**src/design/lpmf_pkg.sv**
```systemverilog
`timescale 1ns / 1ps
// Shared types and constants for the length-prefixed message FIFO.
// No dependencies; every other design file imports this package.
package lpmf_pkg;

  localparam int LEN_W  = 12;
  localparam int BYTE_W = 8;
  localparam int STAT_W = 3;
  localparam int ACT_W  = 2;
  localparam int NEED_W = LEN_W + 1;

  // Command queue between the front and the back.
  localparam int QDEPTH = 2;
  localparam int QPTR_W = $clog2(QDEPTH);
  localparam int QCNT_W = $clog2(QDEPTH + 1);

  typedef enum logic [ACT_W-1:0] {
    OP_BEGIN_WR = 2'd0,
    OP_WR_BYTE  = 2'd1,
    OP_BEGIN_RD = 2'd2,
    OP_RD_BYTE  = 2'd3
  } op_e;

  typedef enum logic [STAT_W-1:0] {
    ST_OK        = 3'd0,
    ST_NO_SPACE  = 3'd1,
    ST_EMPTY     = 3'd2,
    ST_TOO_SMALL = 3'd3,
    ST_SEQ       = 3'd4
  } status_e;

  // One classified request as it travels from the front to the back.
  typedef struct packed {
    op_e                op;
    logic [LEN_W-1:0]   length;
    logic [BYTE_W-1:0]  data;
    logic [LEN_W-1:0]   room;
    logic [NEED_W-1:0]  need;   // length plus header bytes
    logic               fits;   // length fits in the header
  } cmd_t;

endpackage

```
**src/design/lpmf_front.sv**
```systemverilog
`timescale 1ns / 1ps
// Front end: takes requests, classifies them and stages them for the queue.
// Depends on lpmf_pkg.
module lpmf_front import lpmf_pkg::*; #(
  parameter int HEADER_BYTES = 4
) (
  input  logic              clk_i,
  input  logic              rst_ni,
  input  logic              start,
  output logic              busy,
  input  logic [ACT_W-1:0]  action_i,
  input  logic [LEN_W-1:0]  msg_length_i,
  input  logic [BYTE_W-1:0] data_byte_i,
  input  logic [LEN_W-1:0]  dest_room_i,
  output logic              push_o,
  output cmd_t              push_cmd_o,
  input  logic              q_full_i
);

  logic valid_q, valid_d;
  cmd_t cmd_q, cmd_d;
  logic accept;

  assign busy   = valid_q && q_full_i;
  assign accept = start && !busy;
  assign push_o = valid_q && !q_full_i;
  assign push_cmd_o = cmd_q;

  always_comb begin
    valid_d = valid_q;
    cmd_d   = cmd_q;
    if (push_o) begin
      valid_d = 1'b0;
    end
    if (accept) begin
      valid_d       = 1'b1;
      cmd_d.op      = op_e'(action_i);
      cmd_d.length  = msg_length_i;
      cmd_d.data    = data_byte_i;
      cmd_d.room    = dest_room_i;
      cmd_d.need    = NEED_W'(msg_length_i) + NEED_W'(HEADER_BYTES);
      // A one-byte header only holds lengths below 256.
      cmd_d.fits    = (HEADER_BYTES >= 2) || (msg_length_i[LEN_W-1:BYTE_W] == '0);
    end
  end

  always_ff @(posedge clk_i or negedge rst_ni) begin
    if (!rst_ni) begin
      valid_q <= 1'b0;
    end else begin
      valid_q <= valid_d;
    end
  end

  always_ff @(posedge clk_i) begin
    cmd_q <= cmd_d;
  end

endmodule

```
**config.mk**
```make
export PLATFORM = sky130hd
export DESIGN_NAME = lpmf_front
export DESIGN_NICKNAME = d
export VERILOG_FILES = /design/src/design/lpmf_pkg.sv /design/src/design/lpmf_front.sv
export SDC_FILE = /design/constraint.sdc
export NUM_CORES = 1
export LEC_CHECK = 0
export BUFFER_PORTS_ARGS = -buffer_cell sky130_fd_sc_hd__buf_4
export CAP_MARGIN = 20
export CORE_UTILIZATION = 35
export CTS_BUF_LIST = sky130_fd_sc_hd__clkbuf_2 sky130_fd_sc_hd__clkbuf_4 sky130_fd_sc_hd__clkbuf_8
export DETAILED_ROUTE_END_ITERATION = 10
export MAX_ROUTING_LAYER = met4
export PLACE_DENSITY_LB_ADDON = 0.1
export SLEW_MARGIN = 20
export SYNTH_ARGS = -nofsm -noshare
export SYNTH_HDL_FRONTEND = slang
export SYNTH_SLANG_ARGS = --single-unit
```
**constraint.sdc**
```tcl
create_clock -name clk_i -period 4.25 [get_ports clk_i]
set_input_delay 0.6375 -clock clk_i [delete_from_list [all_inputs] [get_ports clk_i]]
set_output_delay 0.6375 -clock clk_i [all_outputs]
set_load 0.005 [all_outputs]
```
=== Word level (Yosys, flattened, before mapping) ===
Cells that the tools add are included.

* Mux-type cells: 2
* Reduce and logical (&&, ||, !) cells: 6
* Add/sub/neg operators: 1

{| class="wikitable"
|+ Operators by type and width
! operator !! number
|-
| $add 12x3->13 const B || 1
|-
| $logic_and 1x1->1 || 3
|-
| $logic_not 1->1 || 2
|-
| $mux 1 || 2
|-
| $reduce_bool 2->1 || 1
|}

* Input port bits: 38
* Bits in registers: 48
* Output and inout bits: 50
* Word-level logic and storage cells: 15

=== Longest topological paths before layout ===
Gate-level depths: netlist of the first run.

* Depth in word-level cells: 4
* Gate-level depth with buffers: 3

=== Worst setup path after synthesis of the first run ===
Ideal clock, no wire load.

* Path type: input port to flip-flop
* Start point: input q_full_i
* End point: register cmd_q, in the netlist push_cmd_o[10] (enable)
* Stages: 2
* Slack: 0.953 ns
* Setup time: 0.453 ns
* Required time: 3.797 ns
* Data arrival time: 2.844 ns
* Cells stage by stage: and2_1 > nor2b_1

* Cells in the longest elaborated chain, start to end: 3

{| class="wikitable"
|+ Ends and longest elaborated chain
! element !! line !! RTL
|-
| start: declaration || lpmf_front.sv:17 || <nowiki>input logic q_full_i</nowiki>
|-
| $logic_and 1x1->1 || lpmf_front.sv:24 || <nowiki>assign busy = valid_q && q_full_i;</nowiki>
|-
| $logic_not 1->1 || lpmf_front.sv:25 || <nowiki>assign accept = start && !busy;</nowiki>
|-
| $logic_and 1x1->1 || lpmf_front.sv:25 ||
|-
| via accept || lpmf_front.sv:22 || <nowiki>logic accept;</nowiki>
|-
| end signal: assignment || lpmf_front.sv:56 || <nowiki>cmd_q <= cmd_d;</nowiki>
|-
| end: declaration || lpmf_front.sv:21 || <nowiki>cmd_t cmd_q, cmd_d;</nowiki>
|}

The timed path passes the listed nets, and every way through them passes these cells.
A chain may end at the register's enable or synchronous reset.

=== Worst setup path in the final report of the first run ===
* Start point: input q_full_i
* End point: output busy

* Cells in the longest elaborated chain, start to end: 1

{| class="wikitable"
|+ Ends and longest elaborated chain
! element !! line !! RTL
|-
| $logic_and 1x1->1 || lpmf_front.sv:24 ||
|-
| end: declaration || lpmf_front.sv:10 || <nowiki>output logic busy,</nowiki>
|}

Every way passes these cells.

==> results of run 1 <==
## worst min-delay path by stage
| stage | start | endpoint | slack, ps | cells after the start |
|---|---|---|---|---|
| after CTS | rst_ni | valid_q$_DFFE_PN0P_ | 90 | 1 |
| after global placement | rst_ni | valid_q$_DFFE_PN0P_ | 410 | 1 |
| after global routing | rst_ni | valid_q$_DFFE_PN0P_ | 80 | 1 |
| final | rst_ni | valid_q$_DFFE_PN0P_ | 110 | 1 |
| after floorplan | rst_ni | valid_q$_DFFE_PN0P_ | 340 | 0 |
| after detailed placement | rst_ni | valid_q$_DFFE_PN0P_ | 410 | 1 |
## area by class of cell
| type | count | area, sq um |
|---|---|---|
| Fill cell | 370 | 1967 |
| Sequential cell | 46 | 1376 |
| Timing Repair Buffer | 87 | 665.6 |
| Multi-Input combinational cell | 25 | 191.4 |
| Clock buffer | 6 | 76.32 |
| Tap cell | 52 | 65.06 |
| Clock inverter | 2 | 8.758 |
| Inverter | 1 | 3.754 |
## cells by family (layout without fill, tap and decap cells)
family | Yosys count | count (layout) | share of synthesized area, %
XOR/XNOR | 8 | 8 | 4.417
adder cells (fa/ha/maj) | 1 | 1 | 0.7885
other | 1 | 1 | 0.2364
flip-flops | 46 | 46 | 86.75
buffers and inverters | 4 | 96 | 1.656
AND/OR/NAND/NOR | 15 | 15 | 6.152
## through the flow
| step | worst slack (ps) | utilization [%] | area, sq um | power [mW] |
|---|---|---|---|---|
| after floorplan | 953.0 | - | 1587 | 0.5698 |
| after global routing | 2516 | 54.83 | 2387 | 0.9267 |
| after CTS | 2518 | 54.83 | 2387 | 0.9009 |
| after global placement | 1981 | 52.41 | 2282 | 0.6397 |
| final | 2518 | 54.83 | 2387 | 0.8891 |
| after detailed placement | 2263 | 52.87 | 2302 | 0.6451 |
## worst max-delay path: cells and delay by family
family / cells / cell delay (ps)
simple gates: 1 / 190
buf+inv: 2 / 260
## power groups by stage
stage	sequential [mW]	combinational, mW	clock (mW)
after global placement	0.546	0.0942	0
after CTS	0.535	0.0999	0.266
after detailed placement	0.545	0.0996	0
final	0.535	0.0977	0.256
after global routing	0.538	0.106	0.283
after floorplan	0.550	0.0194	0
## sequential cells by signal (all words and copies together) (netlist names)
name        flops
push_cmd_o     45
valid_q         1
## routing by layer
layer / routed length, um / part of all wire, % / vias up
met2: 1381 / 46 / 57
met4: 55 / 1.8 / 0
met5: 0 / 0 / -
li1: - / - / 466
met1: 1276 / 43 / 428
met3: 268 / 9.0 / 8
## cell usage in the layout, fill, tap and decap left out, drive strengths merged, types with 2 or more instances in the layout
cell,count
buf,87
edfxtp,45
xnor2,7
clkbuf,6
nand4,3
nand3,3
and4,2
and3,2
nor2b,2
clkinv,2
==> metrics.md, run 1 <==
| Metric | Value |
|---|---|
| Number of global-route vias before repair | roughly 940 |
| Final setup vio count | 0 |
| Residual DRC | 0 |
| Slowest CP cell | and2_1 |
| Arr. time, crit path | 1090 ps |
| Fin nets | ~200 |
| Setup TNS | 0 ps |
| Yosys warns | 0 |
| Initial Utilization | a little over a third |
| Worst setup path category | input port to primary output |
| Syn_area_per_cell | ~21 sq um |
| Total Routing Usage GR | 13.49% |
| R2R setup slack | between 2000 and 3000 ps |
| Post-Route WL | 2982 um |
| Most frequent cell after synthesis | edfxtp_1 |
| First-pass GRT wire length | ~4800 um |
| Post-synth EDFFs | 45 |
| Grt peak-use layer | met2 |
| Initial drt markers | 37 |
| Max rail drop VDD | 0.1962 mV |
| Reg2Reg Depth | 3 |
| Critical path origin | q_full_i |
| Async SR Flop Fraction | approximately 2.2% |
| Drt pass-1 iters | 3 |
| Clk pwr share | 28.8% |
| CTS tree | done |
| Final period util | 40.74% |
| Yosys reg bits | 46 |
| Primary FF master, synth | edfxtp_1 |
| # hold bufs at CTS | 0 |
| Post-synth top area share | a little under nine tenths |
| Post-Syn Instances | 75 |
| Hold Crit Class | input port to asynchronous set/reset pin |
| I/O pin total | 88 |
| Crit-path max FO | 3 |
| Top cell type by total area after synthesis | edfxtp_1 |
| Vias per cell | 4.379 |
| Worst EP required | roughly 3600 ps |
| Chip Width | between 60 and 70 um |
| R2R Path Start | valid_q$_DFFE_PN0P_ |
| Clock transition at the registers of the reported paths | around 80 ps |
| Internal | 0.7074 mW |
| Sequential fraction of the synthesis area | between 80% and 90% |
| Die ar. | between 4000 and 5000 sq um |
| Final Hold Viols | 0 |
| CP Launch Type | input port |
| Avg WL per Cell | 13.62 um |
| Port bufs | 86 |
| Post-DP HPWL | 2176 um |
| Psw | roughly 0.18 mW |
| Worst path cell trace | buf_4 -> and2_1 -> buf_4 |
| Diodes inserted | 0 |
| Most used cell, CP | buf_4 |
| Crit path capture type | primary output |
| Leakage | 0.9852 nW |
| Non-Filler Instances | approximately 220 |
| Placement Rows | 24 |
| Tmin final | 1732 ps |
| Critical Path Max Stage Delay | 190 ps |
| Postcts setup bufs | 0 |
| CP endpoint | busy |
| Die height | ~69 um |
| Switch share | 20.44% |
| Cts bufs inserted | 5 |
| Flop pwr share | roughly three fifths |
| Max Slew Vio Count | 0 |
| Initial antenna violation count | 0 |
| Placer Congestion | a little over 0.7 |
| Syn Std Cell Area | approximately 1600 sq um |
| RR Endpoint | push_cmd_o[42]$_DFFE_PP_ |
| Distinct cells, synth | 18 |
| Met1 Use GR | approximately 16% |
| Largest cells by area after synthesis | edfxtp_1 85%, xnor2_1 3.9%, dfrtp_1 1.6% |
| Share of cells above drive strength 1 | around three fifths |
| Met3 Track Usage GR | under 10% |
| Vias | ~960 |
| Status | complete, no violations |
| Post-CTS Resized | 0 |
| Fmax | just under 600 MHz |
| Synth top cells by count | 45 x edfxtp_1, 7 x xnor2_1, 3 x buf_4, 3 x nand3_1, 3 x nand4_1 |
| Clk Latency, worst-skew pair | just under 300 ps |
| Max-Cap Viols | 0 |
| Worst slew margin relative to its limit | between 60% and 70% |
| Congestion Overflow GR | 0 |
| Power per Cell Area | about 370 nW/um^2 |
| Post-synth net total | 114 |
| Antenna viol nets, final | 0 |
| Area growth from synthesis to layout | 50.47% |
| Largest net degree at the start of global routing | 29 |
| RSZ-0062 raised after global routing | no |
| Htree depth | 2 |
| Core area | ~4400 sq um |
| Clock Path Buffers | 2 |
| CTS root buf | clkbuf_8 |
| Met2 Track Usage GR | between 20 and 25% |
| Dpl cells | 211 |
| Combinational Power Share | 11.0% |
| Slew of the pin with the lowest slew margin | 512.5 ps |
| Hold Slack | between 100 and 150 ps |
| Worst Clk Skew | around 2.5 ps |
| # clock sinks | 46 |
No activity file was read; power rests on OpenSTA's default activity.
==> run 2, diff against run 1 <==
==> constraint.sdc (replaced) <==
create_clock -name clk_i -period 1.8 [get_ports clk_i]
set_input_delay 0.27 -clock clk_i [delete_from_list [all_inputs] [get_ports clk_i]]
set_output_delay 0.27 -clock clk_i [all_outputs]
set_load 0.005 [all_outputs]
==> run 2 against run 1 <==
  * First-iteration DRC count grew 73%
  * Clock power grew 130%
  * Sequential power grew 140%
  * Cell area grew 0.42%
  * Clock skew grew 2.8 ps
  * Routed wire length shrank 1.9%
  * Power grew 140%
  * Sequential cell count is the same
  * Worst setup slack lost 2000 ps
  * Global-route usage is essentially flat
  * Worst hold slack gained 43 ps
  * Largest cell class unchanged
  * Largest power group unchanged
==> metrics.md, run 2 (synthesis results as in run 1) <==
| Metric | Value |
|---|---|
| Hold Crit Class | input port to flop |
| Hold Startpoint | dest_room_i[2] |
| RSZ-0062 raised after global routing | no |
| Residual DRC | 0 (unchanged) |
| Worst EP required | 1780 ps (-1830 ps) |
| Dpl ws | 484.4 ps (-1778 ps) |
| Worst setup path category | flop to flop |
| Power, Total | 2.093 mW (+140%) |
| Clk Latency, worst-skew pair | 290 ps (about the same) |
| Placer Congestion | 0.7382 (+3.2%) |
| CTS root buf | clkbuf_8 |
| Clock Path Buffers | 2 (unchanged) |
| Vias | 979 (+2.1%) |
| Reg2Reg Depth | 3 (unchanged) |
| Diodes inserted | 0 (unchanged) |
| Core area | 4354 sq um (unchanged) |
| Clock transition at the registers of the reported paths | 80 ps (about the same) |
| Max Slew Vio Count | 0 (unchanged) |
| Post-Route WL | 2926 um (-1.9%) |
| CTS tree | done |
| Avg WL per Cell | 13.30 um (-2.3%) |
| Leakage | 0.9894 nW (+0.42%) |
| Fmax | ~790 MHz |
| Final period util | between 70% and 80% |
| I/O pin total | 88 (unchanged) |
| Port bufs | 86 (unchanged) |
| Critical Path Max Stage Delay | 370 ps (+180 ps) |
| Number of global-route vias before repair | 1013 (+8.2%) |
| Met3 Wirelength | 232 um (-13%) |
| Internal | 1.672 mW (+140%) |
| Initial antenna violation count | 0 (unchanged) |
| Postcts setup bufs | 0 (unchanged) |
| Congestion Overflow GR | 0 (unchanged) |
| Max-Cap Viols | 0 (unchanged) |
| Combinational Power Share | 11.0% (about the same) |
| Max FFs per register | 45 (unchanged) |
| Crit-path max FO | 45 (+42) |
| Met1 WL | 1141 um (-11%) |
| Initial drt markers | 64 (+73%) |
| # clock sinks | 46 (unchanged) |
| Post-DP HPWL | 2110 um (-3.0%) |
| Area growth from synthesis to layout | 51.10% |
| Setup TNS | 0 ps (unchanged) |
| Largest net degree at the start of global routing | 46 (+59%) |
| Post-route setup slack | 538.0 ps (-1980 ps) |
| Crit path capture type | flop |
| Final setup vio count | 0 (unchanged) |
| Share of cells above drive strength 1 | 58.93% (-0.35 points) |
| First-pass GRT wire length | 4767 um (+0.27%) |
| Placed cell areas | 2302 sq um (unchanged) |
| RR Endpoint | push_cmd_o[43]$_DFFE_PP_ |
| Tmin final | about 1300 ps |
| Worst Clk Skew | 5.346 ps (+2.836 ps) |
| WHS Endpoint | push_cmd_o[16]$_DFFE_PP_ |
| Final Hold Viols | 0 (unchanged) |
| Htree depth | 2 (unchanged) |
| Initial Utilization | 36.44% (unchanged) |
| Flop pwr share | 60.4% (+0.2 points) |
| Drt pass-1 iters | 3 (unchanged) |
| Vias per cell | 4.450 (+1.6%) |
| Cts bufs inserted | 5 (unchanged) |
| Status | complete, no violations |
| R2R Path Start | valid_q$_DFFE_PN0P_ |
| WHS Path Cells | 1 |
| Metal2 WL | 1492 um (+8.0%) |
| Die height | 69.33 um (unchanged) |
| Arr. time, crit path | 1240 ps (+150 ps) |
| Die ar. | 4806 sq um (unchanged) |
| CP Buf/Inv Count | 1 (-1) |
| Clk pwr share | 28.6% (-0.2 points) |
| Top delay family on crit path | flip-flops |
| Max rail drop VDD | 0.3296 mV (+68%) |
| R2R setup slack | 540 ps (-2120 ps) |
| Top Metal Used | met4 |
| Most common cell after layout, fill and taps aside | buf_4 |
| Switch share | 20.14% (-0.30 points) |
| Fin nets | 206 (+0.49%) |
| Placement Rows | 24 (unchanged) |
| Power per Cell Area | 873.1 nW/um^2 (+130%) |
| Slowest CP cell | dfrtp_1 |
| Final Instance Area | 2397 sq um (+0.42%) |
| Psw | 0.4215 mW (+130%) |
| Commonest cells after routing, fill and taps aside | 86 x buf_4, 45 x edfxtp_1, 7 x xnor2_1, 5 x clkbuf_8 |
| Chip Width | 69.33 um (unchanged) |
| Antenna viol nets, final | 0 (unchanged) |
| Worst path cell trace | and2_1 -> nor2b_4 -> buf_12 |
| CP Launch Type | flop |
| Total Routing Usage GR | 13.44% (-0.050 points) |
-- run 2: cell count changes in the layout (fill, tap and decap cells not counted) --
cell           delta
dlygate4sd3_1     +1
-- run 2: cell type report --
| type | count | area, sq um |
|---|---|---|
| Tap cell | 52 | 65.06 |
| Timing Repair Buffer | 88 | 675.6 |
| Fill cell | 362 | 1957 |
| Multi-Input combinational cell | 25 | 191.4 |
| Inverter | 1 | 3.754 |
| Clock buffer | 6 | 76.32 |
| Clock inverter | 2 | 8.758 |
| Sequential cell | 46 | 1376 |
-- run 2: power groups by stage --
stage,sequential (mW),clock (mW),combinational [mW]
4_1_cts,1.27,0.622,0.236
5_1_grt,1.27,0.664,0.250
6_report,1.26,0.599,0.231
3_3_place_gp,1.29,0,0.229
3_5_place_dp,1.29,0,0.234
2_1_floorplan,1.30,0,0.0483
-- run 2: metrics by stage --
step	hold slack (ps)	utilization [%]	cells
floorplan	-25.59	-	75
global placement	45.97	52.87	211
detailed placement	47.80	52.87	211
finish	148.4	55.06	220
global route	130.2	55.06	220
CTS	142.3	55.06	220
-- run 2: worst reg2reg max path, delay by kind of cell (launching register included) --
| family | cells | cell delay (ps) |
|---|---|---|
| buffers and inverters | 1 | 250 |
| DFF | 1 | 370 |
| and+or+nand+nor | 2 | 320 |
-- run 2: worst max path at each step --
| stage | end | slack (ps) | start | depth (start not counted) |
|---|---|---|---|---|
| final | push_cmd_o[43]$_DFFE_PP_ | 540 | valid_q$_DFFE_PN0P_ | 3 |
| after global routing | push_cmd_o[42]$_DFFE_PP_ | 470 | valid_q$_DFFE_PN0P_ | 3 |
| after CTS | push_cmd_o[42]$_DFFE_PP_ | 520 | valid_q$_DFFE_PN0P_ | 3 |
| after detailed placement | push_cmd_o[21]$_DFFE_PP_ | 480 | q_full_i | 4 |
| after global placement | push_cmd_o[43]$_DFFE_PP_ | 520 | q_full_i | 4 |
| after floorplan | push_cmd_o[10]$_DFFE_PP_ | 160 | valid_q$_DFFE_PN0P_ | 2 |
-- run 2: what timing repair did --
action,CTS,global route
hold buffers,1,0
endpoints found under the hold margin,1,0
resized for setup,0,0
-- run 2: metal layers --
metal  track usage [%]  up-vias
met2             22.87       54
met3             4.360        8
li1                  -      466
met4             6.122        0
met1             14.15      451
met5                 -        -
