File: src/design/lpmf_pkg.sv
`timescale 1ns / 1ps
// Shared types and constants for the length-prefixed message FIFO.
// No dependencies; every other design file imports this package.
package lpmf_pkg;

  localparam int LEN_W  = 12;
  localparam int BYTE_W = 8;
  localparam int STAT_W = 3;
  localparam int ACT_W  = 2;
  localparam int NEED_W = LEN_W + 1;

  // Command queue between the front and the back.
  localparam int QDEPTH = 2;
  localparam int QPTR_W = $clog2(QDEPTH);
  localparam int QCNT_W = $clog2(QDEPTH + 1);

  typedef enum logic [ACT_W-1:0] {
    OP_BEGIN_WR = 2'd0,
    OP_WR_BYTE  = 2'd1,
    OP_BEGIN_RD = 2'd2,
    OP_RD_BYTE  = 2'd3
  } op_e;

  typedef enum logic [STAT_W-1:0] {
    ST_OK        = 3'd0,
    ST_NO_SPACE  = 3'd1,
    ST_EMPTY     = 3'd2,
    ST_TOO_SMALL = 3'd3,
    ST_SEQ       = 3'd4
  } status_e;

  // One classified request as it travels from the front to the back.
  typedef struct packed {
    op_e                op;
    logic [LEN_W-1:0]   length;
    logic [BYTE_W-1:0]  data;
    logic [LEN_W-1:0]   room;
    logic [NEED_W-1:0]  need;   // length plus header bytes
    logic               fits;   // length fits in the header
  } cmd_t;

endpackage

File: src/design/lpmf_cmd_queue.sv
`timescale 1ns / 1ps
// Short request queue that decouples the front from the back.
// Depends on lpmf_pkg.
module lpmf_cmd_queue import lpmf_pkg::*; (
  input  logic clk_i,
  input  logic rst_ni,
  input  logic push_i,
  input  cmd_t push_cmd_i,
  output logic full_o,
  input  logic pop_i,
  output cmd_t head_o,
  output logic empty_o
);

  cmd_t              q_mem [QDEPTH];
  logic [QPTR_W-1:0] wr_ptr_q, wr_ptr_d;
  logic [QPTR_W-1:0] rd_ptr_q, rd_ptr_d;
  logic [QCNT_W-1:0] count_q, count_d;

  function automatic logic [QPTR_W-1:0] next_ptr(input logic [QPTR_W-1:0] p);
    return (p == QPTR_W'(QDEPTH - 1)) ? '0 : p + 1'b1;
  endfunction

  assign full_o  = (count_q == QCNT_W'(QDEPTH));
  assign empty_o = (count_q == '0);
  assign head_o  = q_mem[rd_ptr_q];

  always_comb begin
    wr_ptr_d = push_i ? next_ptr(wr_ptr_q) : wr_ptr_q;
    rd_ptr_d = pop_i ? next_ptr(rd_ptr_q) : rd_ptr_q;
    count_d  = count_q;
    if (push_i && !pop_i) begin
      count_d = count_q + 1'b1;
    end else if (pop_i && !push_i) begin
      count_d = count_q - 1'b1;
    end
  end

  always_ff @(posedge clk_i or negedge rst_ni) begin
    if (!rst_ni) begin
      wr_ptr_q <= '0;
      rd_ptr_q <= '0;
      count_q  <= '0;
    end else begin
      wr_ptr_q <= wr_ptr_d;
      rd_ptr_q <= rd_ptr_d;
      count_q  <= count_d;
    end
  end

  always_ff @(posedge clk_i) begin
    if (push_i) begin
      q_mem[wr_ptr_q] <= push_cmd_i;
    end
  end

endmodule

File: config.mk
export PLATFORM = sky130hd
export DESIGN_NAME = lpmf_cmd_queue
export DESIGN_NICKNAME = d
export VERILOG_FILES = /design/src/design/lpmf_pkg.sv /design/src/design/lpmf_cmd_queue.sv
export SDC_FILE = /design/constraint.sdc
export NUM_CORES = 1
export LEC_CHECK = 0
export ABC_AREA = 0
export BUFFER_PORTS_ARGS = -buffer_cell sky130_fd_sc_hd__buf_2
export CORE_ASPECT_RATIO = 0.5
export CORE_UTILIZATION = 46
export CTS_CLUSTER_SIZE = 20
export DETAILED_ROUTE_END_ITERATION = 7
export PLACE_DENSITY = 0.74
export SYNTH_ARGS = -nofsm -noshare
export SYNTH_HDL_FRONTEND = slang
export SYNTH_SLANG_ARGS = --single-unit
File: constraint.sdc
create_clock -name clk_i -period 3.05 [get_ports clk_i]
set_clock_uncertainty 0.1 [all_clocks]
set_input_delay 0.7625 -clock clk_i [delete_from_list [all_inputs] [get_ports clk_i]]
set_output_delay 0.7625 -clock clk_i [all_outputs]
set_load 0.01 [all_outputs]
# --- After elaboration in Yosys (flattened, before gate mapping) ---
# Memory sizes are Yosys's and may differ from the RTL's.
# Index checks and enable logic that the tools add are counted.
word_totals:
  reg_bits: 4
  latchBits: 0
  ramBits: 96
  rom_bits: 0
  in_bits: 52
  out_inout_bits: 50
  memories: 1
classes:
  addsub: 4
  n_mul: 0
  div_mod_pow: 0
  magnitude_cmp: 0
  n_eq_ne: 1
  n_shift: 0
  muxes: 6
  bitwise_logic: 0
  n_reduce_logical: 6
mem_list:
  columns: ["memory", "depth", "width", "read_ports", "rd_clocked_by_memory_dff", "write_ports", "line_no", "rtl"]
  rows:
  - ["q_mem", 2, 48, 1, 0, 1, "lpmf_cmd_queue.sv:15", "cmd_t q_mem [QDEPTH];"]
ops:
  columns: ["operator", "n"]
  rows:
  - ["$mux W1", 4]
  - ["$mux W2", 2]
  - ["$add A1 B1 Y1 const B", 2]
  - ["$add A2 B1 Y2 const B", 1]
  - ["$eq A2 B2 Y1 const B", 1]
  - ["$logic_and A1 B1 Y1", 2]
  - ["$logic_not A1 Y1", 2]
  - ["$logic_not A2 Y1", 1]
  - ["$reduce_bool A2 Y1", 1]
  - ["$sub A2 B1 Y2 const B", 1]

# --- Depth between registers and ports, before layout ---
# Gate-level depths: netlist of run 1.
depth:
  word_depth: 4
  ltp_mapped: 5
  ltp_nobuf: 5

# --- Worst setup path before layout of run 1 ---
# Ideal clock, no wire load.
synth_timing:
  path_type: "input-to-reg"
  startpoint: "input push_i"
  endpoint: "memory q_mem[0][0] in the netlist's numbering (enable)"
  arrival_time_ns: 2.894
  t_required_ns: 2.491
  path_slack_ns: -0.403
  cell_stages: 1
  path_cell_list: "nor2b_1"
synth_between:
  elab_chain_len: 2
synth_rtl:
  columns: ["element", "line_no", "rtl"]
  rows:
  - ["start, declared", "lpmf_cmd_queue.sv:7", "input logic push_i,"]
  - ["$mux W1", "lpmf_cmd_queue.sv:52", "if (push_i) begin"]
  - ["$mux W1 (implied by the code)", "lpmf_cmd_queue.sv:53", "q_mem[wr_ptr_q] <= push_cmd_i;"]
  - ["end, declared", "lpmf_cmd_queue.sv:15", null]
# No other way between the ends.

==> metrics.cfg, run 1 <==
[routing]
drc = 0
routed_wirelength_um = 5927
routedWlPerCell_um = 15.20
via_per_inst = 4.736
ant_nets = 0
num_vias = 1847
firstDrtPassIters = 4
drt_iter0_drc = 58

[clocking]
clkTransAtPathRegs_ns = 0.07
clockBufferDepth = 2
numCtsBuffers = 9
cts_resized = 0
cts.sinks = 100
insertion_delay_ns = 0.33
cts-root-buf = clkbuf_16
cts_tree = done
cts_hold_buffers = 0
post_cts.repair.setup_buffers = 0
cts_htree_levels = 3

[worst_setup_path]
worst_path_dominant_cell_family = flip-flops
slowest_delay_ns = 0.64
cp_data_arrival_time_ns = 1.74
path_max_fanout = 23
worst-path-buf-inv = 2
crit_chain = buf_12 -> mux2_2 -> buf_2
cp.required_ns = 2.19
crit_path_top_delay_cell = dfrtp_2
path_class = register to output pin
worstSetupEndpointType = output pin
cp-start-kind = register

[placement]
placed_area_um2 = 4360
hpwl_um = 4136
place_inst = 374
io_buffers = 101
gp_congestion = 0.6488

[sta]
worstMarginPinSlew_ns = 0.6235
hold_viol = 0
hold_ws_ns = 0.1160
rsz0062_at_grt = no
layout_min_cycle_time_ns = 2.604
setup_viol = 0
report.final.slew_viol_count = 0
fin_setup_tns_ns = 0
max_freq_ghz = 0.3840
period_share_pct = 85.38
slew_headroom_pct = 58.43

[floorplan]
core_area_um2 = 7542
ioPinCount = 102
die_x_um = 128.8
row_count = 22
die_h_um = 65.39
dieArea_um2 = 8419
start_util_pct = 49.00

[layout]
final_common_cell = buf_2
final_cell_mix = 101 x buf_2, 96 x edfxtp_1, 38 x mux2_2, 10 x mux2_4, 9 x clkbuf_16
fillCellCount = 593
fin_cells = 390
nets = 330
area_growth_pct = 26.54
design_area_um2 = 4677
drive_above_1_share_pct = 61.35
diodes = 0

[synthesis]
syn_nets = 218
synth_area_um2 = 3696
syn-mean-instance-area_um2 = 22.40
synth_cells = 165
synth.distinct_cells = 14
yosysWarnings = 0
ys_ff_latch = 100
synth_seq_area_share_pct = 80.70

[global_route]
grt_first_pass_wirelength_um = 9052
grt_max_degree = 26
grt_usage_pct = 15.25
grt_pass1_vias = 1941
antenna_found_initial = 0
overflow = 0

[min_path]
min_path_type = input pin to asynchronous set/reset pin

[pwr]
p_switching_mw = 1.157
p_leak_nw = 1.816
swShare_pct = 26.86
power_frac_seq_pct = 45.3
peakVddDrop_mv = 0.4791
power_frac_comb_pct = 27.4
intPower_mw = 3.152
power-per-cell-area_nw_per_um2 = 921.3
pwr-share-clk_pct = 27.3

[status]
outcome = finished clean

[flow_run]
drv_cap = 0

-- worst reg2reg max path, stage by stage (launching register included) --
cell     delay [ns]
dfrtp_1        0.42
and2_2         0.59
buf_12         0.27
-- routing by layer --
metal | vias to the layer above | part of all wire, % | global-route usage (%)
met3 | 10 | 4.8 | 4.560
met4 | 0 | 1.6 | 7.941
met2 | 44 | 56 | 28.72
met1 | 921 | 38 | 15.52
met5 | - | 0 | 0
li1 | 872 | - | -
-- cell type report --
type,instances,area (um^2),area share [%]
repair buffers,106,568.0,12.15
flip-flops and latches,100,2984,63.80
clock inverters,7,91.34,1.953
well taps,108,135.1,2.889
inverters,1,3.754,0.08026
multi-input cells,59,669.4,14.31
clock buffers,9,225.2,4.815
-- state kept, by name, summed over array words and instances, names as in the netlist --
name,count
wr_ptr_q,1
count_q,2
q_mem,96
rd_ptr_q,1
-- cell usage after synthesis (all sizes together) --
cell type	number	area [um^2]
edfxtp	96	2883
dfrtp	4	100.1
buf	5	48.79
and2	1	6.260
ha	1	12.51
nor2b	2	12.51
inv	1	3.750
nor2	2	7.510
mux2	48	578.1
xnor2	1	8.760
xor2	4	35.03
-- through the flow --
step | worst slack [ns] | total power [mW] | util, %
2_1_floorplan | 0.4926 | 2.754 | -
3_3_place_gp | 0.8145 | 3.148 | 57.81
3_5_place_dp | 0.7999 | 3.193 | 57.81
4_1_cts | 0.4248 | 4.371 | 62.01
5_1_grt | 0.3778 | 4.507 | 62.01
6_report | 0.4460 | 4.309 | 62.01
-- final timing paths --
| check | from | endpoint | slack, ns | cells past startpoint |
|---|---|---|---|---|
| setup reg to reg | wr_ptr_q$_DFFE_PN0P_ | q_mem[1][39]$_DFFE_PP_ | 1.37 | 2 |
| hold / removal | rst_ni | rd_ptr_q$_DFFE_PN0P_ | 0.12 | 1 |
| max in group asynchronous | rst_ni | rd_ptr_q$_DFFE_PN0P_ | 2.60 | 1 |
| hold reg to reg | count_q[1]$_DFFE_PN0P_ | count_q[1]$_DFFE_PN0P_ | 0.40 | 1 |
| min in group clk_i | count_q[1]$_DFFE_PN0P_ | count_q[1]$_DFFE_PN0P_ | 0.40 | 1 |
| setup / recovery | rd_ptr_q$_DFFE_PN0P_ | head_o[1] | 0.45 | 3 |
-- power groups by stage --
stage               sequential (mW)  combinational [mW]  clock, mW
finish                         1.95                1.18       1.18
global route                   1.98                1.28       1.25
CTS                            1.95                1.21       1.20
detailed placement             1.98                1.21          0
global placement               1.96                1.19          0
floorplan                      1.92               0.835          0
-- cell families after synthesis --
group / Yosys count / synth area share (%)
DFF: 100 / 80.70
muxes: 48 / 15.64
buffers and inverters: 6 / 1.422
xor gates and xnor gates: 5 / 1.185
and+or+nand+nor: 5 / 0.7110
adders and majority gates: 1 / 0.3385
(Power assumes the default switching activity.)
==> run 2: changes to the inputs <==
CORE_UTILIZATION = 51   (was 46)
PLACE_DENSITY = 0.75   (was 0.74)
clock period = 2.5 ns   (was 3.05 ns; I/O delays follow)
==> run 2 against run 1 <==
Combinational power increased by 26%. Critical path type unchanged. Critical path depth unchanged. Routed wire length decreased by 1.0%. Critical endpoint is now head_o[4]. Sequential power increased by 20%. Clock power increased by 8%. Setup slack got worse by 0.17 ns. Count of clock-buffer cells in the layout increased by 2. Global-route usage increased by 2.1 points. Power increased by 18%. Cell count decreased by 4.1%. Sequential cell count unchanged. Largest power group unchanged. Highest routed layer unchanged. Die area decreased by 9.6%.
==> metrics.cfg, run 2 (same netlist as run 1, synthesis figures left out) <==
[status]
outcome = finished clean  ; unchanged

[floorplan]
core_area_um2 = 6832  ; was 7542 um^2
die_h_um = 62.20  ; was 65.39 um
start_util_pct = 54.10  ; was 49.00%
dieArea_um2 = 7612  ; was 8419 um^2
row_count = 21  ; was 22
ioPinCount = 102  ; unchanged
die_x_um = 122.4  ; was 128.8 um

[sta]
rsz0062_at_grt = no  ; unchanged
max_freq_ghz = 0.4506
layout_setup_ws_ns = 0.2808  ; was 0.4460 ns
worstMarginPinSlew_ns = 0.4078  ; was 0.6235 ns
report.final.slew_viol_count = 0  ; unchanged
setup_viol = 0  ; unchanged
layout_min_cycle_time_ns = 2.219
hold_viol = 0  ; unchanged
slew_headroom_pct = 72.82  ; was 58.43%
fin_setup_tns_ns = 0  ; unchanged
hold_ws_ns = 0.3743  ; was 0.1160 ns
period_share_pct = 88.77

[clocking]
insertion_delay_ns = 0.33  ; about the same
cts_hold_buffers = 1  ; was 0
numCtsBuffers = 9  ; unchanged
clkTransAtPathRegs_ns = 0.06  ; was 0.07 ns
post_cts.repair.setup_buffers = 0  ; unchanged
cts.sinks = 100  ; unchanged
cts_tree = done  ; unchanged
cts_htree_levels = 3  ; unchanged
cts-root-buf = clkbuf_16  ; unchanged
cts_resized = 0  ; unchanged
clockBufferDepth = 2  ; unchanged

[worst_setup_path]
cp_data_arrival_time_ns = 1.49  ; was 1.74 ns
crit_path_top_delay_cell = dfrtp_2  ; unchanged
worst-path-buf-inv = 2  ; unchanged
cp-start-kind = register  ; unchanged
ff2ff_path_depth = 2  ; unchanged
crit_chain = buf_4 -> mux2_2 -> buf_2  ; was buf_12 -> mux2_2 -> buf_2
cp.required_ns = 1.77  ; was 2.19 ns
path_class = register to output pin  ; unchanged
path_max_fanout = 19  ; was 23
startpoint = rd_ptr_q$_DFFE_PN0P_  ; unchanged
reg2reg_from = wr_ptr_q$_DFFE_PN0P_  ; unchanged
worst_path_dominant_cell_family = buffers and inverters  ; was flip-flops
slowest_delay_ns = 0.38  ; was 0.64 ns
worstSetupEndpointType = output pin  ; unchanged
worst-path-stages = 3  ; unchanged

[layout]
area_growth_pct = 24.95  ; was 26.54%
fin_cells = 374  ; was 390
final_common_cell = buf_2  ; unchanged
design_area_um2 = 4618  ; was 4677 um^2
nets = 332  ; was 330
drive_above_1_share_pct = 60.28  ; was 61.35%
fillCellCount = 490  ; was 593
regMostFlops = q_mem  ; unchanged
largestRegisters = q_mem: 96 flops, count_q: 2 flops  ; unchanged
final_cell_mix = 101 x buf_2, 96 x edfxtp_1, 38 x mux2_2, 10 x mux2_4, 9 x clkbuf_16  ; unchanged
final_util_pct = 67.60  ; was 62.01%
diodes = 0  ; unchanged
largest_reg_flops = 96  ; unchanged

[global_route]
overflow = 0  ; unchanged
grt_pass1_vias = 1939  ; was 1941
grt_usage_pct = 17.37  ; was 15.25%
grt_first_pass_wirelength_um = 9356  ; was 9052 um
antenna_found_initial = 0  ; unchanged
grt_max_degree = 31  ; was 26

[pwr]
p_total_mw = 5.099  ; was 4.309 mW
peakVddDrop_mv = 0.6587  ; was 0.4791 mV
power-per-cell-area_nw_per_um2 = 1104  ; was 921.3 nW/um^2
p_leak_nw = 1.801  ; was 1.816 nW

[routing]
firstDrtPassIters = 4  ; unchanged
routedWlPerCell_um = 15.69  ; was 15.20 um
ant_nets = 0  ; unchanged
drc = 0  ; unchanged
routed_wirelength_um = 5867  ; was 5927 um
via_per_inst = 4.848  ; was 4.736
num_vias = 1813  ; was 1847
drt_iter0_drc = 38  ; was 58

[min_path]
holdPathStages = 1
min_path_type = input pin to register  ; was input pin to asynchronous set/reset pin
min_from = push_cmd_i[21]

[placement]
gp_congestion = 0.6782  ; was 0.6488
io_buffers = 101  ; unchanged
place_inst = 359  ; was 374
placed_area_um2 = 4335  ; was 4360 um^2
dp_slack_ns = 0.6249  ; was 0.7999 ns
hpwl_um = 4052  ; was 4136 um

[flow_run]
drv_cap = 0  ; unchanged

-- run 2: cell count changes in the layout (fill, tap and decap cells not counted), sizes merged --
cell         change
clkinvlp         -1
buf              +1
bufinv           -1
dlygate4sd3      +1
clkinv           -2
clkbuf           +2
-- run 2: final cells by class --
| type | count | area, um^2 | area share (%) |
|---|---|---|---|
| timing repair buffer | 108 | 573.1 | 12.41 |
| clock buffer | 11 | 232.7 | 5.039 |
| multi-input combinational | 59 | 669.4 | 14.49 |
| clock inverter | 3 | 40.04 | 0.8670 |
| inverter | 1 | 3.754 | 0.08128 |
| tap | 92 | 115.1 | 2.493 |
| sequential | 100 | 2984 | 64.62 |
-- run 2: path summary, 6_finish.rpt --
| kind | endpoint | slack, ns |
|---|---|---|
| hold / removal | q_mem[1][21]$_DFFE_PP_ | 0.37 |
| hold reg to reg | count_q[1]$_DFFE_PN0P_ | 0.40 |
| setup reg to reg | q_mem[1][8]$_DFFE_PP_ | 1.08 |
| min in group asynchronous | count_q[1]$_DFFE_PN0P_ | 0.52 |
| max in group asynchronous | rd_ptr_q$_DFFE_PN0P_ | 1.65 |
| setup / recovery | head_o[4] | 0.28 |
-- run 2: layer usage --
layer / vias to the layer above / share of wire, % / track usage (%)
met5: - / 0 / 0
met4: 0 / 1.8 / 8.537
met3: 10 / 5.1 / 6.066
met2: 43 / 55 / 30.41
met1: 889 / 38 / 18.66
li1: 871 / - / -
-- run 2: where the power goes --
part / leakage (nW) / internal, mW / switching (mW)
sequential: 0.947 / 2.23 / 0.105
combinational: 0.719 / 0.742 / 0.750
clock: 0.135 / 0.760 / 0.512
total: 1.80 / 3.73 / 1.37
==> run 3: changes to the inputs <==
ABC_AREA = 1   (was 0)
==> run 3 against run 2 <==
Maximum frequency decreased by 3.5%. Sequential cell count unchanged. Critical path depth unchanged. Critical path type unchanged. Critical endpoint unchanged.
==> metrics.cfg, run 3 <==
[sta]
hold_ws_ns = 0.3815  ; was 0.3743 ns
hold_viol = 0  ; unchanged
worstMarginPinSlew_ns = 0.3272  ; was 0.4078 ns
report.final.slew_viol_count = 0  ; unchanged
period_share_pct = 91.99  ; was 88.77%
fin_setup_tns_ns = 0  ; unchanged
rsz0062_at_grt = no  ; unchanged
max_freq_ghz = 0.4348  ; was 0.4506 GHz
layout_setup_ws_ns = 0.2003  ; was 0.2808 ns
slew_headroom_pct = 78.19  ; was 72.82%
setup_viol = 0  ; unchanged
layout_min_cycle_time_ns = 2.300  ; was 2.219 ns

[worst_setup_path]
cp.required_ns = 1.77  ; about the same
ff2ff_path_depth = 2  ; unchanged
worst-path-buf-inv = 2  ; unchanged
path_class = register to output pin  ; unchanged
path_max_fanout = 46  ; was 19
slowest_delay_ns = 0.42  ; was 0.38 ns
startpoint = rd_ptr_q$_DFFE_PN0P_  ; unchanged
worst_path_dominant_cell_family = flip-flops  ; was buffers and inverters
crit_path_top_delay_cell = dfrtp_2  ; unchanged
worst-path-stages = 3  ; unchanged
r2r_slack_ns = 1.19  ; was 1.08 ns
regToRegEndpoint = q_mem[0][27]$_DFFE_PP_  ; was q_mem[1][8]$_DFFE_PP_
worstSetupEndpoint = head_o[4]  ; unchanged
cp-start-kind = register  ; unchanged
worstSetupEndpointType = output pin  ; unchanged
cp_data_arrival_time_ns = 1.57  ; was 1.49 ns
reg2reg_from = wr_ptr_q$_DFFE_PN0P_  ; unchanged
crit_chain = buf_12 -> mux2_2 -> buf_2  ; was buf_4 -> mux2_2 -> buf_2

[floorplan]
row_count = 21  ; unchanged
ioPinCount = 102  ; unchanged
dieArea_um2 = 7653  ; was 7612 um^2
core_area_um2 = 6858  ; was 6832 um^2
start_util_pct = 54.19  ; was 54.10%
die_h_um = 62.36  ; was 62.20 um
die_x_um = 122.7  ; was 122.4 um

[placement]
placed_area_um2 = 4352  ; was 4335 um^2
gp_congestion = 0.6802  ; was 0.6782
dp_slack_ns = 0.5436  ; was 0.6249 ns
io_buffers = 101  ; unchanged
place_inst = 366  ; was 359
hpwl_um = 3962  ; was 4052 um

[layout]
largestRegisters = q_mem: 96 flops, count_q: 2 flops  ; unchanged
multi_input_area_um2 = 665.6  ; was 669.4 um^2
nets = 339  ; was 332
diodes = 0  ; unchanged
area_growth_pct = 24.38  ; was 24.95%
final_common_cell = buf_2  ; unchanged
drive_above_1_share_pct = 58.42  ; was 60.28%
fin_cells = 383  ; was 374
regArea_um2 = 2984  ; unchanged
design_area_um2 = 4622  ; was 4618 um^2
largest_reg_flops = 96  ; unchanged
final_util_pct = 67.40  ; was 67.60%
fillCellCount = 462  ; was 490
final_cell_mix = 101 x buf_2, 96 x edfxtp_1, 38 x mux2_2, 10 x mux2_4, 9 x clkbuf_16  ; unchanged
regMostFlops = q_mem  ; unchanged

[global_route]
grt_pass1_vias = 1985  ; was 1939
grt_max_degree = 49  ; was 31
met3_usage_pct = 4.779  ; was 6.066%
grt_first_pass_wirelength_um = 9156  ; was 9356 um
antenna_found_initial = 0  ; unchanged
busiest_layer = met2  ; unchanged
grtUsageMet2_pct = 29.71  ; was 30.41%
overflow = 0  ; unchanged
grt_usage_pct = 16.62  ; was 17.37%
met1_usage_pct = 18.38  ; was 18.66%

[synthesis]
synth_cells = 174  ; was 165
synth_seq_area_share_pct = 80.27  ; was 80.70%
synthTopCellsByArea = edfxtp_1 78%, mux2_2 12%, mux2_4 4.0%  ; was edfxtp_1 78%, mux2_2 12%, mux2_4 4.1%
synthFlopType = edfxtp_1  ; unchanged
synth.distinct_cells = 15  ; was 14
syn_nets = 227  ; was 218
yosysTopAreaCell = edfxtp_1  ; unchanged
synth_area_um2 = 3716  ; was 3696 um^2
yosysWarnings = 0  ; unchanged
synth_edf_count = 96  ; unchanged
syn-mean-instance-area_um2 = 21.36  ; was 22.40 um^2
synthTopCellsByCount = 96 x edfxtp_1, 38 x mux2_2, 10 x mux2_4  ; unchanged
synth_top_area_share_pct = 77.58  ; was 78.00%
yosys.cell_count.top_type = edfxtp_1  ; unchanged
async_reset_ff_share_pct = 4.000  ; unchanged
ys_ff_latch = 100  ; unchanged

[clocking]
cts_tree = done  ; unchanged
cts_htree_levels = 3  ; unchanged
clkTransAtPathRegs_ns = 0.06  ; about the same
clockBufferDepth = 2  ; unchanged
cts.sinks = 100  ; unchanged
numCtsBuffers = 9  ; unchanged
cts-root-buf = clkbuf_16  ; unchanged
insertion_delay_ns = 0.33  ; about the same
cts_resized = 0  ; unchanged

[min_path]
min_path_type = input pin to register  ; unchanged
holdPathStages = 1  ; unchanged

[routing]
firstDrtPassIters = 4  ; unchanged
num_vias = 1891  ; was 1813
via_per_inst = 4.937  ; was 4.848
routedWlPerCell_um = 15.43  ; was 15.69 um
drt_iter0_drc = 107  ; was 38
routed_wirelength_um = 5910  ; was 5867 um
drc = 0  ; unchanged
ant_nets = 0  ; unchanged

[status]
outcome = finished clean  ; unchanged

[pwr]
peakVddDrop_mv = 0.8400  ; was 0.6587 mV
p_leak_nw = 1.816  ; was 1.801 nW
power-per-cell-area_nw_per_um2 = 1088  ; was 1104 nW/um^2
p_total_mw = 5.028  ; was 5.099 mW

[flow_run]
drv_cap = 0  ; unchanged

run 3: cell types whose count changed in the layout (fill, tap and decap cells not counted), moves of 2 or more:
cell	before	now
buf_4	5	2
clkinv_2	2	4
inv_1	1	6
nand2_1	0	5
xor2_1	4	2
run 3: logic make-up after synthesis:
kind of cell,count (synthesis),share of synthesized area [%]
buf+inv,12,2.020
mux,48,15.56
xor+xnor,3,0.7072
flops,100,80.27
fa+ha+maj,1,0.3366
simple gates,10,1.111
run 3: where the power goes:
group | internal [mW] | leakage (nW) | switching (mW)
sequential | 2.23 | 0.947 | 0.110
clock | 0.663 | 0.129 | 0.531
combinational | 0.736 | 0.739 | 0.760
run 3: layer usage:
metal	wire, um	up-vias	part of all wire (%)
li1	-	894	-
met1	2336	948	40
met2	3268	42	55
met3	225	7	3.8
met4	80	0	1.4
met5	0	-	0
run 3: worst min path at each step:
stage / startpoint / end / slack (ns)
after floorplan: rst_ni / count_q[0]$_DFFE_PN0P_ / 0.23
after global placement: rst_ni / count_q[0]$_DFFE_PN0P_ / 0.34
after detailed placement: rst_ni / count_q[1]$_DFFE_PN0P_ / 0.34
after CTS: push_cmd_i[13] / q_mem[1][13]$_DFFE_PP_ / 0.37
after global routing: push_cmd_i[45] / q_mem[0][45]$_DFFE_PP_ / 0.37
final: push_cmd_i[44] / q_mem[1][44]$_DFFE_PP_ / 0.38
run 3: cell type report:
| class | instances | area share, % |
|---|---|---|
| well taps | 92 | 2.491 |
| clock buffers | 10 | 4.954 |
| multi-input cells | 62 | 14.40 |
| flip-flops and latches | 100 | 64.56 |
| clock inverters | 6 | 0.6768 |
| inverters | 7 | 0.5685 |
| repair buffers | 106 | 12.34 |
run 3: what timing repair did:
action	in CTS	in global routing
buffers inserted	0	0
hold buffers	1	0
endpoints found under the hold margin	4	0
